<file path="src/sv/sma_pkg.sv">
// ----------------------------------------------------------------------------
// sma_pkg
// shared constants and types of the moving average core
// ----------------------------------------------------------------------------
`timescale 1ns / 1ps

package sma_pkg;

    localparam int MAX_WINDOW_DEF  = 64;
    localparam int SAMPLE_BITS_DEF = 16;
    localparam int CFG_BITS        = 7;
    localparam int LEN_RESET       = 8;

    typedef enum logic [1:0] {
        ST_IDLE,
        ST_START,
        ST_DIV
    } t_state;

    typedef struct packed {
        logic clr;
        logic shift;
    } t_cell_ctrl;

    typedef struct packed {
        logic busy;
        logic done;
    } t_div_stat;

endpackage

</file>
<file path="src/sv/simple_moving_average_core.sv">
// an accepted sample updates the running sum, the divider then divides it by the length,
// and the quotient is loaded into the output register; no sample is taken until that load
// the next sample is taken while a result still waits on the output register
// reset (synchronous, active low) and any length write clear the sample line and sum
// length resets to 8, clamped to the line depth; no clearing pass is needed
// ----------------------------------------------------------------------------
// simple_moving_average_core
// moving average over a chain of sample cells with a running sum and divider
// ----------------------------------------------------------------------------
`timescale 1ns / 1ps

module simple_moving_average_core #(
    parameter int MAX_WINDOW  = sma_pkg::MAX_WINDOW_DEF,
    parameter int SAMPLE_BITS = sma_pkg::SAMPLE_BITS_DEF
) (
    input  logic                          i_clk,
    input  logic                          i_rst_n,
    input  logic                          i_cfg_we,
    input  logic [sma_pkg::CFG_BITS-1:0]  i_cfg_wdata,
    input  logic                          i_sample_valid,
    output logic                          o_sample_ready,
    input  logic signed [SAMPLE_BITS-1:0] i_sample,
    output logic                          o_average_valid,
    input  logic                          i_average_ready,
    output logic signed [SAMPLE_BITS-1:0] o_average
);

    localparam int LEN_BITS  = $clog2(MAX_WINDOW + 1);
    localparam int SUM_BITS  = SAMPLE_BITS + $clog2(MAX_WINDOW);
    localparam int RESET_LEN = (sma_pkg::LEN_RESET > MAX_WINDOW) ? MAX_WINDOW
                                                                 : sma_pkg::LEN_RESET;

    sma_pkg::t_state     r_state, n_state;
    logic [LEN_BITS-1:0] r_len, n_len;
    logic signed [SUM_BITS-1:0] r_sum, n_sum;
    logic                r_out_valid;
    logic signed [SAMPLE_BITS-1:0] r_out;

    logic                accept;
    logic                div_start;
    logic                out_load;
    sma_pkg::t_cell_ctrl cell_ctrl;
    sma_pkg::t_div_stat  div_stat;
    logic signed [SAMPLE_BITS-1:0] quotient;

    logic signed [SAMPLE_BITS-1:0] line [MAX_WINDOW+1];
    logic        [SAMPLE_BITS-1:0] taps [MAX_WINDOW];
    logic        [MAX_WINDOW-1:0]  last;
    logic        [SAMPLE_BITS-1:0] tap_or;

    // length write with clamp
    always_comb begin
        if (i_cfg_wdata == '0) begin
            n_len = LEN_BITS'(1);
        end else if (32'(i_cfg_wdata) > MAX_WINDOW) begin
            n_len = LEN_BITS'(MAX_WINDOW);
        end else begin
            n_len = LEN_BITS'(i_cfg_wdata);
        end
    end

    always_ff @(posedge i_clk) begin
        if (!i_rst_n) begin
            r_len <= LEN_BITS'(RESET_LEN);
        end else if (i_cfg_we) begin
            r_len <= n_len;
        end
    end

    // sample line
    assign cell_ctrl.clr   = i_cfg_we;
    assign cell_ctrl.shift = accept;
    assign line[0]         = i_sample;

    for (genvar g = 0; g < MAX_WINDOW; g++) begin : g_cell
        assign last[g] = (r_len == LEN_BITS'(g + 1));
        sma_cell #(
            .SAMPLE_BITS(SAMPLE_BITS)
        ) u_cell (
            .i_clk  (i_clk),
            .i_rst_n(i_rst_n),
            .i_ctrl (cell_ctrl),
            .i_last (last[g]),
            .i_data (line[g]),
            .o_data (line[g+1]),
            .o_tap  (taps[g])
        );
    end

    always_comb begin
        tap_or = '0;
        for (int k = 0; k < MAX_WINDOW; k++) begin
            tap_or = tap_or | taps[k];
        end
    end

    // running sum
    assign n_sum = r_sum - SUM_BITS'($signed(tap_or)) + SUM_BITS'(i_sample);

    always_ff @(posedge i_clk) begin
        if (!i_rst_n || i_cfg_we) begin
            r_sum <= '0;
        end else if (accept) begin
            r_sum <= n_sum;
        end
    end

    sma_div #(
        .SUM_BITS   (SUM_BITS),
        .LEN_BITS   (LEN_BITS),
        .SAMPLE_BITS(SAMPLE_BITS)
    ) u_div (
        .i_clk     (i_clk),
        .i_rst_n   (i_rst_n),
        .i_start   (div_start),
        .i_dividend(r_sum),
        .i_divisor (r_len),
        .o_stat    (div_stat),
        .o_quotient(quotient)
    );

    // control
    always_ff @(posedge i_clk) begin
        if (!i_rst_n) begin
            r_state <= sma_pkg::ST_IDLE;
        end else begin
            r_state <= n_state;
        end
    end

    always_comb begin
        n_state        = r_state;
        o_sample_ready = 1'b0;
        div_start      = 1'b0;
        out_load       = 1'b0;
        case (r_state)
            sma_pkg::ST_IDLE: begin
                o_sample_ready = 1'b1;
                if (i_sample_valid) begin
                    n_state = sma_pkg::ST_START;
                end
            end
            sma_pkg::ST_START: begin
                div_start = 1'b1;
                n_state   = sma_pkg::ST_DIV;
            end
            sma_pkg::ST_DIV: begin
                if (div_stat.done && !div_stat.busy && (!r_out_valid || i_average_ready)) begin
                    out_load = 1'b1;
                    n_state  = sma_pkg::ST_IDLE;
                end
            end
            default: begin
                n_state = sma_pkg::ST_IDLE;
            end
        endcase
    end

    assign accept = i_sample_valid && o_sample_ready;

    // output register
    always_ff @(posedge i_clk) begin
        if (!i_rst_n) begin
            r_out_valid <= 1'b0;
        end else if (out_load) begin
            r_out_valid <= 1'b1;
        end else if (i_average_ready) begin
            r_out_valid <= 1'b0;
        end
    end

    always_ff @(posedge i_clk) begin
        if (out_load) begin
            r_out <= quotient;
        end
    end

    assign o_average_valid = r_out_valid;
    assign o_average       = r_out;

endmodule

</file>
<file path="src/sv/sma_cell.sv">
// ----------------------------------------------------------------------------
// sma_cell
// one stage of the sample line: holds a sample, takes its neighbour's on a push
// ----------------------------------------------------------------------------
`timescale 1ns / 1ps

module sma_cell #(
    parameter int SAMPLE_BITS = sma_pkg::SAMPLE_BITS_DEF
) (
    input  logic                          i_clk,
    input  logic                          i_rst_n,
    input  sma_pkg::t_cell_ctrl           i_ctrl,
    input  logic                          i_last,
    input  logic signed [SAMPLE_BITS-1:0] i_data,
    output logic signed [SAMPLE_BITS-1:0] o_data,
    output logic        [SAMPLE_BITS-1:0] o_tap
);

    logic signed [SAMPLE_BITS-1:0] r_data;

    always_ff @(posedge i_clk) begin
        if (!i_rst_n || i_ctrl.clr) begin
            r_data <= '0;
        end else if (i_ctrl.shift) begin
            r_data <= i_data;
        end
    end

    assign o_data = r_data;
    assign o_tap  = i_last ? r_data : '0;

endmodule

</file>
<file path="src/sv/sma_div.sv">
// ----------------------------------------------------------------------------
// sma_div
// bit-serial restoring divider, signed sum by unsigned length, truncating
// ----------------------------------------------------------------------------
`timescale 1ns / 1ps

module sma_div #(
    parameter int SUM_BITS    = 22,
    parameter int LEN_BITS    = 7,
    parameter int SAMPLE_BITS = sma_pkg::SAMPLE_BITS_DEF
) (
    input  logic                          i_clk,
    input  logic                          i_rst_n,
    input  logic                          i_start,
    input  logic signed [SUM_BITS-1:0]    i_dividend,
    input  logic        [LEN_BITS-1:0]    i_divisor,
    output sma_pkg::t_div_stat            o_stat,
    output logic signed [SAMPLE_BITS-1:0] o_quotient
);

    localparam int CNT_BITS = $clog2(SUM_BITS + 1);

    logic                r_busy;
    logic                r_done;
    logic [CNT_BITS-1:0] r_cnt;
    logic                r_neg;
    logic [LEN_BITS-1:0] r_rem;
    logic [SUM_BITS-1:0] r_quo;
    logic [LEN_BITS-1:0] r_dsor;

    logic [LEN_BITS-1:0] n_rem;
    logic [SUM_BITS-1:0] n_quo;
    logic [LEN_BITS:0]   rem_sh;
    logic [LEN_BITS:0]   trial;
    logic [SUM_BITS-1:0] mag;
    logic [SUM_BITS-1:0] quo_signed;

    assign mag = i_dividend[SUM_BITS-1] ? (~i_dividend + 1'b1) : i_dividend;

    always_comb begin
        rem_sh = {r_rem, r_quo[SUM_BITS-1]};
        trial  = rem_sh - {1'b0, r_dsor};
        if (rem_sh >= {1'b0, r_dsor}) begin
            n_rem = trial[LEN_BITS-1:0];
            n_quo = {r_quo[SUM_BITS-2:0], 1'b1};
        end else begin
            n_rem = rem_sh[LEN_BITS-1:0];
            n_quo = {r_quo[SUM_BITS-2:0], 1'b0};
        end
    end

    always_ff @(posedge i_clk) begin
        if (!i_rst_n) begin
            r_busy <= 1'b0;
            r_done <= 1'b0;
            r_cnt  <= '0;
        end else if (i_start) begin
            r_busy <= 1'b1;
            r_done <= 1'b0;
            r_cnt  <= CNT_BITS'(SUM_BITS);
        end else if (r_busy) begin
            r_cnt <= r_cnt - 1'b1;
            if (r_cnt == CNT_BITS'(1)) begin
                r_busy <= 1'b0;
                r_done <= 1'b1;
            end
        end
    end

    always_ff @(posedge i_clk) begin
        if (i_start) begin
            r_neg  <= i_dividend[SUM_BITS-1];
            r_rem  <= '0;
            r_quo  <= mag;
            r_dsor <= i_divisor;
        end else if (r_busy) begin
            r_rem <= n_rem;
            r_quo <= n_quo;
        end
    end

    assign quo_signed  = r_neg ? (~r_quo + 1'b1) : r_quo;
    assign o_quotient  = quo_signed[SAMPLE_BITS-1:0];
    assign o_stat.busy = r_busy;
    assign o_stat.done = r_done;

endmodule

</file>
<file path="config.mk">
export PLATFORM = sky130hd
export DESIGN_NAME = simple_moving_average_core
export DESIGN_NICKNAME = d
export VERILOG_FILES = /design/src/sv/sma_pkg.sv /design/src/sv/simple_moving_average_core.sv /design/src/sv/sma_cell.sv /design/src/sv/sma_div.sv
export SDC_FILE = /design/constraint.sdc
export NUM_CORES = 2
export LEC_CHECK = 0
export BUFFER_PORTS_ARGS = -buffer_cell sky130_fd_sc_hd__buf_4
export CORE_MARGIN = 2
export CORE_UTILIZATION = 53
export DETAILED_ROUTE_END_ITERATION = 6
export PLACE_DENSITY = 0.69
export SYNTH_ARGS = -nofsm -noshare
export SYNTH_HDL_FRONTEND = slang
export SYNTH_SLANG_ARGS = --single-unit
</file>
<file path="constraint.sdc">
create_clock -name i_clk -period 5.15 [get_ports i_clk]
set_input_delay 0.2575 -clock i_clk [delete_from_list [all_inputs] [get_ports i_clk]]
set_output_delay 0.2575 -clock i_clk [all_outputs]
set_load 0.01 [all_outputs]
</file>
==> Word level (Yosys, flattened, before mapping) <==
Index checks and enable logic that the tools add are counted.
{ "op_classes": {"addsub": 6, "order_cmp": 2, "eq_ne": 69, "muxes": 86, "n_bitwise": 66, "n_reduce_logical": 15} }
{ "ops": {"columns": ["operator", "n"], "rows": [
  ["$mux 16", 65],
  ["$or 16x16->16", 63],
  ["$eq 7x6->1 const B", 32],
  ["$eq 7x5->1 const B", 16],
  ["$mux 22", 3],
  ["$eq 7x4->1 const B", 8],
  ["$eq 7x3->1 const B", 4],
  ["$add 22x1->22 const B", 1],
  ["$add 22x16->22", 1],
  ["$not 22->22", 1],
  ["$sub 22x16->22", 1],
  ["$mux 7", 3],
  ["$add 16x1->16 const B", 1],
  ["$not 16->16", 1],
  ["$eq 7x2->1 const B", 2],
  ["$mux 1", 10],
  ["$mux 5", 2],
  ["$ge 8x7->1", 1],
  ["$eq 7x1->1 const B", 1],
  ["$eq 7x7->1 const B", 1],
  ["$gt 7x7->1 const B", 1],
  ["$logic_not 7->1", 1],
  ["$sub 7x7->7", 1],
  ["$pmux 2 s3", 1],
  ["other kinds (14)", 23]
]} }
{ "totals": {"ff_bits": 1116} }

==> Depth between registers and ports, before layout <==
{ "depth": {"ltp_word": 67, "mapped_depth": 24, "ltp_nobuf": 20} }

==> Modules after synthesis <==
From an unflattened synthesis, not the netlist that was laid out.
{ "unflattened": {"hier_cells": 5619, "hier_area_um2": 53587.6} }
{ "modules_own_cells": {"columns": ["mod", "n_inst", "cells_per_inst", "area_per_inst_um2", "seq_area_each_um2"], "rows": [
  ["sma_cell", 64, 70, 698.2, 320.3],
  ["simple_moving_average_core", 1, 798, 5796.8, 1121.1],
  ["sma_div", 1, 341, 3108.0, 1181.1]
]} }

==> Least setup slack after synthesis <==
Ideal clock, no wire load.
{ "synth_path": {"path_kind": "reg-to-reg", "startpoint": "register r_len[6]", "endpoint": "register r_sum[21]", "t_arrival_ns": 4.609, "required_ns": 5.078, "path_slack_ns": 0.469, "stages_incl_launch_ff": 22, "path_buffers": 3, "cell_sequence": "dfxtp_1 buf_4 and3b_1 buf_6 and2_4 buf_6 a22o_1 a221oi_2 nand3_1 nor4_1 o2111ai_1 nor4_2 fa_1 ha_1 and3_1 and3_1 a221oi_1 o21ai_1 a221o_1 o41ai_2 mux2i_1 mux2i_1"} }
{ "synth_between": {"elab_chain_len": 67, "word_cells_on_any_way": 193} }
{ "synth_lines": {"columns": ["item", "line_no", "text"], "rows": [
  ["from (decl)", "simple_moving_average_core.sv:34", "logic [LEN_BITS-1:0] r_len, n_len;"],
  ["from (signal assigned)", "simple_moving_average_core.sv:64", "r_len <= LEN_BITS'(RESET_LEN);"],
  ["from (signal assigned)", "simple_moving_average_core.sv:66", "r_len <= n_len;"],
  ["$eq 7x1->1 or $eq 7x2->1 (tied branches)", "simple_moving_average_core.sv:76", "assign last[g] = (r_len == LEN_BITS'(g + 1));"],
  ["$mux 16", "sma_cell.sv:30", "assign o_tap = i_last ? r_data : '0;"],
  ["$or 16x16->16 (62 in series)", "simple_moving_average_core.sv:93", "tap_or = tap_or | taps[k];"],
  ["$or 16x16->16 *", "simple_moving_average_core.sv:93", null],
  ["$sub 22x16->22 *", "simple_moving_average_core.sv:98", "assign n_sum = r_sum - SUM_BITS'($signed(tap_or)) + SUM_BITS'(i_sample);"],
  ["$add 22x16->22 *", "simple_moving_average_core.sv:98", null],
  ["to (signal assigned)", "simple_moving_average_core.sv:104", "r_sum <= n_sum;"],
  ["to (decl)", "simple_moving_average_core.sv:35", "logic signed [SUM_BITS-1:0] r_sum, n_sum;"]
]} }
Mark *: on every way between the ends. The rest lies on a longest branch, timed or not.
A chain may end at the register's enable or synchronous reset.

==> Final worst setup path <==
{ "layout_path": {"startpoint": "register r_len[5]", "endpoint": "register r_sum[21]"} }
The elaborated chain is that of the path after synthesis.

==> results.toml <==
[worst_setup_path]
crit_required_ns = 5.80
r2r_path_end = "r_sum[21]$_SDFFE_PP0P_"
type_of_destination_of_the_critical_path = "flip-flop"
critPathTopFamily = "simple AND/OR/NAND/NOR gates"
cp_data_arrival_time_ns = 6.00
path_class = "reg2reg"
worst-path-max-fanout = 6
ff_to_ff_start = "r_len[5]$_SDFFE_PN0P_"
wp_buf_inv = 5
ff2ff_setup_slack_ns = -0.21
start_kind = "flip-flop"
critical_path.slowest_cell = "or4_4"
critical_path.cell_chain = "buf_6 > or3b_4 > buf_12 > nor2_4 > buf_6 > a22o_1 > a221oi_2 > nand3_1 > or4_4 > nor4_4 > buf_4 > fa_1 > ha_2 > or3_4 > a31oi_1 > buf_4 > o21ai_2 > a221o_1 > o41ai_2 > mux2i_1 > mux2i_1"
depth_of_the_worst_register_to_register_path = 21
worst_path_largest_cell_delay_ns = 0.57

[sta]
timing.final.ws_setup_ns = -0.2051
min_period_ns = 5.355
unrepaired_setup_endpoints_after_global_routing = "true"
worst_slew_margin = 0.1579
post-route-period-util = 1.040
final-hold-violation-count = 0
worstMarginPinSlew_ns = 1.258
setup-violations-final = 3
fmax_ghz = 0.1867
clock_skew_ns = 0.03002
drv_slew = 0

[yosys]
synth_warnings = 0
synth_top_area_share = 0.4574
count_of_different_cell_masters_after_synthesis = 85
ys_top_cells_by_area = "dfxtp_1 46%, nand2_1 17%, a21oi_1 11%"
netlist.top_cell.by_area = "dfxtp_1"
syn_nets = 6045
synth-main-ff-cell = "dfxtp_1"
yosys_reg_bits = 1116
postSynth.asyncResetShare = 0
yosys.cell_count.top_type = "nand2_1"
syn-mean-instance-area_sq_um = 7.857
synth_enable_flop_cells = 46
syn_inst = 5961
synth_commonest_cells = "2140 x nand2_1, 1070 x dfxtp_1, 1067 x a21oi_1"
syn-cell-area_sq_um = 46840
ys_seq_area_frac = 0.4868

[power_and_ir_drop]
cellPowerDensity_nw_per_um2 = 340.5
worst_ir_drop_vdd_mv = 0.3747
power_leakage_uw = 0.01886
total_power_uw = 19430

[place]
dp_slack_ns = -1.109
instance_area_at_placement_sq_um = 51720
place_congestion = 1.077
detailed_place_hpwl_um = 138400
placed_cells = 7228
place.port_buffers = 45

[cts]
clock_insertion_delay_worst_skew_ns = 0.74
cts_max_level = 3
cts_max_path_buffers = 3
cts.sink_count = 1116
tritoncts_clock_tree = "yes"
clk_pin_slew_worst_paths_ns = 0.07
tritoncts.num_buffers = 113
ctsRootBufferMaster = "clkbuf_16"

[hold_path]
min-delay-start = "i_cfg_we"
hold_path_class = "in2reg"
hold_depth = 3
whs_endpoint = "r_len[6]$_SDFFE_PN0P_"

[cells_and_area]
layout.filler_cells = 7544
fin_util = 0.6485
finalNetCount = 6328
fraction_of_layout_cells_with_a_size_suffix_above_1 = 0.1564
layout.cells.non_filler = 7512
area_growth_syn_to_layout_pct = 21.80
post-route-cell-area_sq_um = 57050

[global_routing]
grt_remaining_overflow = 0
number_of_global_route_vias_before_repair = 42180
grt_start_max_net_pins = 224
number_of_antenna_violations_at_the_first_check_in_global_routing = 7
wire_length_of_the_first_global_routing_pass_um = 281300
globalRouteTotalUtil = 0.4190

[run]
max_cap_violations = 0

[run_status]
violations = "design-rule violations, negative setup slack"
outcome = "complete, but fails checks"

[drt]
drt-pass1-iter-count = 7
drt-total-wl_um = 196000
routedWlPerCell_um = 26.09
dr_total_vias = 46870
post_drt_via_cell_ratio = 6.239
detailedRoute.firstIterationViolations = 7419
detail-route-antenna-nets = 0
drt_drc_violations_left = 22

[floorplan]
starting_density_of_the_core = 0.5324
top_level_ports = 46
design.die.area_sq_um = 90760
chipHeight_um = 301.3
std_cell_rows = 109
placeable_area_sq_um = 87970
dieWidth_um = 301.3
[sequential cells by signal (all words and copies together) (netlist names), 2 cells and up]
register / flops
g_cell.u_cell.o_data: 1024
r_sum: 22
u_div.r_quo: 22
o_average: 16
r_len: 7
u_div.r_dsor: 7
u_div.r_rem: 7
u_div.r_cnt: 5
r_state: 2
[per-layer routing]
metal / share of wire / wire, um / GRT usage / vias to the layer above
li1: - / - / - / 21050
met1: 0.38 / 74390 / 0.5539 / 22110
met2: 0.41 / 80850 / 0.6012 / 2869
met3: 0.13 / 24680 / 0.1172 / 829
met4: 0.082 / 16020 / 0.2664 / 10
met5: 0.00032 / 62 / 0 / -
[stage by stage]
stage / hold WS [ns] / setup TNS (ns)
6_report: 0.01921 / -0.4348
3_3_place_gp: 0.4443 / -10.40
4_1_cts: 0.0007641 / -0.2824
5_1_grt: 0.03331 / -0.7636
2_1_floorplan: 0.3935 / 0
3_5_place_dp: 0.4519 / -11.66
[tightest hold or removal path, stage by stage]
cell,delay [ns]
buf_4,0.17
mux2i_1,0.15
nor2b_1,0.10
[placed cells by master, fill, tap and decap left out, drive strengths merged, types with 7 or more instances in the layout]
master and instances:
nor3 29, a211oi 9, o21a 8, and2 9
xnor2 31, clkbuf 161, a221oi 72, nor2b 9
o22ai 13, nor2 110, a22oi 305, nand4 47
fa 22, dfxtp 1070, clkinv 34, a222oi 31
o21ai 66, and3 12, o31ai 12, edfxtp 46
a21boi 7, or4 13, a22o 82, ha 34
nor4 21, a21oi 1067, bufinv 13, mux2i 10
nand2 2140, buf 603, inv 55, nand2b 14
nand3 49, dlygate4sd3 20, or3 15, xor2 20
[what timing repair did]
| action | 4_1_cts | 5_1_grt |
|---|---|---|
| buffers inserted | 30 | 17 |
| gates cloned | 2 | 0 |
| pin swaps | 28 | 49 |
| setup endpoints to repair | 16 | 12 |
| endpoints found under the hold margin | 26 | 0 |
| gates resized for setup | 80 | 76 |
| hold buffers | 20 | 0 |
[area by class of cell]
| class | instances | area, sq um | area share |
|---|---|---|---|
| diodes | 6 | 15.01 | 0.0002632 |
| clock buffers | 160 | 3307 | 0.05797 |
| clock inverters | 52 | 646.9 | 0.01134 |
| inverters | 53 | 198.9 | 0.003487 |
| multi-input cells | 4334 | 22840 | 0.4003 |
| flip-flops and latches | 1116 | 22820 | 0.4000 |
| well taps | 1165 | 1458 | 0.02555 |
| repair buffers | 626 | 5766 | 0.1011 |
[kinds of logic after synthesis]
logic type,count (synthesis),synth area share
XOR/XNOR,51,0.009537
buffers and inverters,511,0.04467
multiplexers,11,0.002378
AO/OA/AOI/OAI,1718,0.2223
AND/OR/NAND/NOR,2498,0.2157
adder cells (fa/ha/maj),56,0.01849
flip-flops,1116,0.4868
[where the power goes]
part | leakage (uW) | internal, uW | switching, uW
Clock | 0.00196 | 5120 | 3630
Sequential | 0.00905 | 8780 | 90.4
Combinational | 0.00785 | 582 | 1230
[worst max-delay path by stage]
stage	startpoint	end	slack, ns	cells after the start
2_1_floorplan	r_len[6]$_SDFFE_PN0P_	r_sum[21]$_SDFFE_PP0P_	0.47	21
3_5_place_dp	r_len[5]$_SDFFE_PN0P_	r_sum[21]$_SDFFE_PP0P_	-1.11	21
5_1_grt	r_len[5]$_SDFFE_PN0P_	r_sum[21]$_SDFFE_PP0P_	-0.29	23
3_3_place_gp	r_len[5]$_SDFFE_PN0P_	r_sum[21]$_SDFFE_PP0P_	-1.04	21
6_report	r_len[5]$_SDFFE_PN0P_	r_sum[21]$_SDFFE_PP0P_	-0.21	21
4_1_cts	r_len[5]$_SDFFE_PN0P_	r_sum[21]$_SDFFE_PP0P_	-0.15	22
Power figures use the tool's default switching activity.
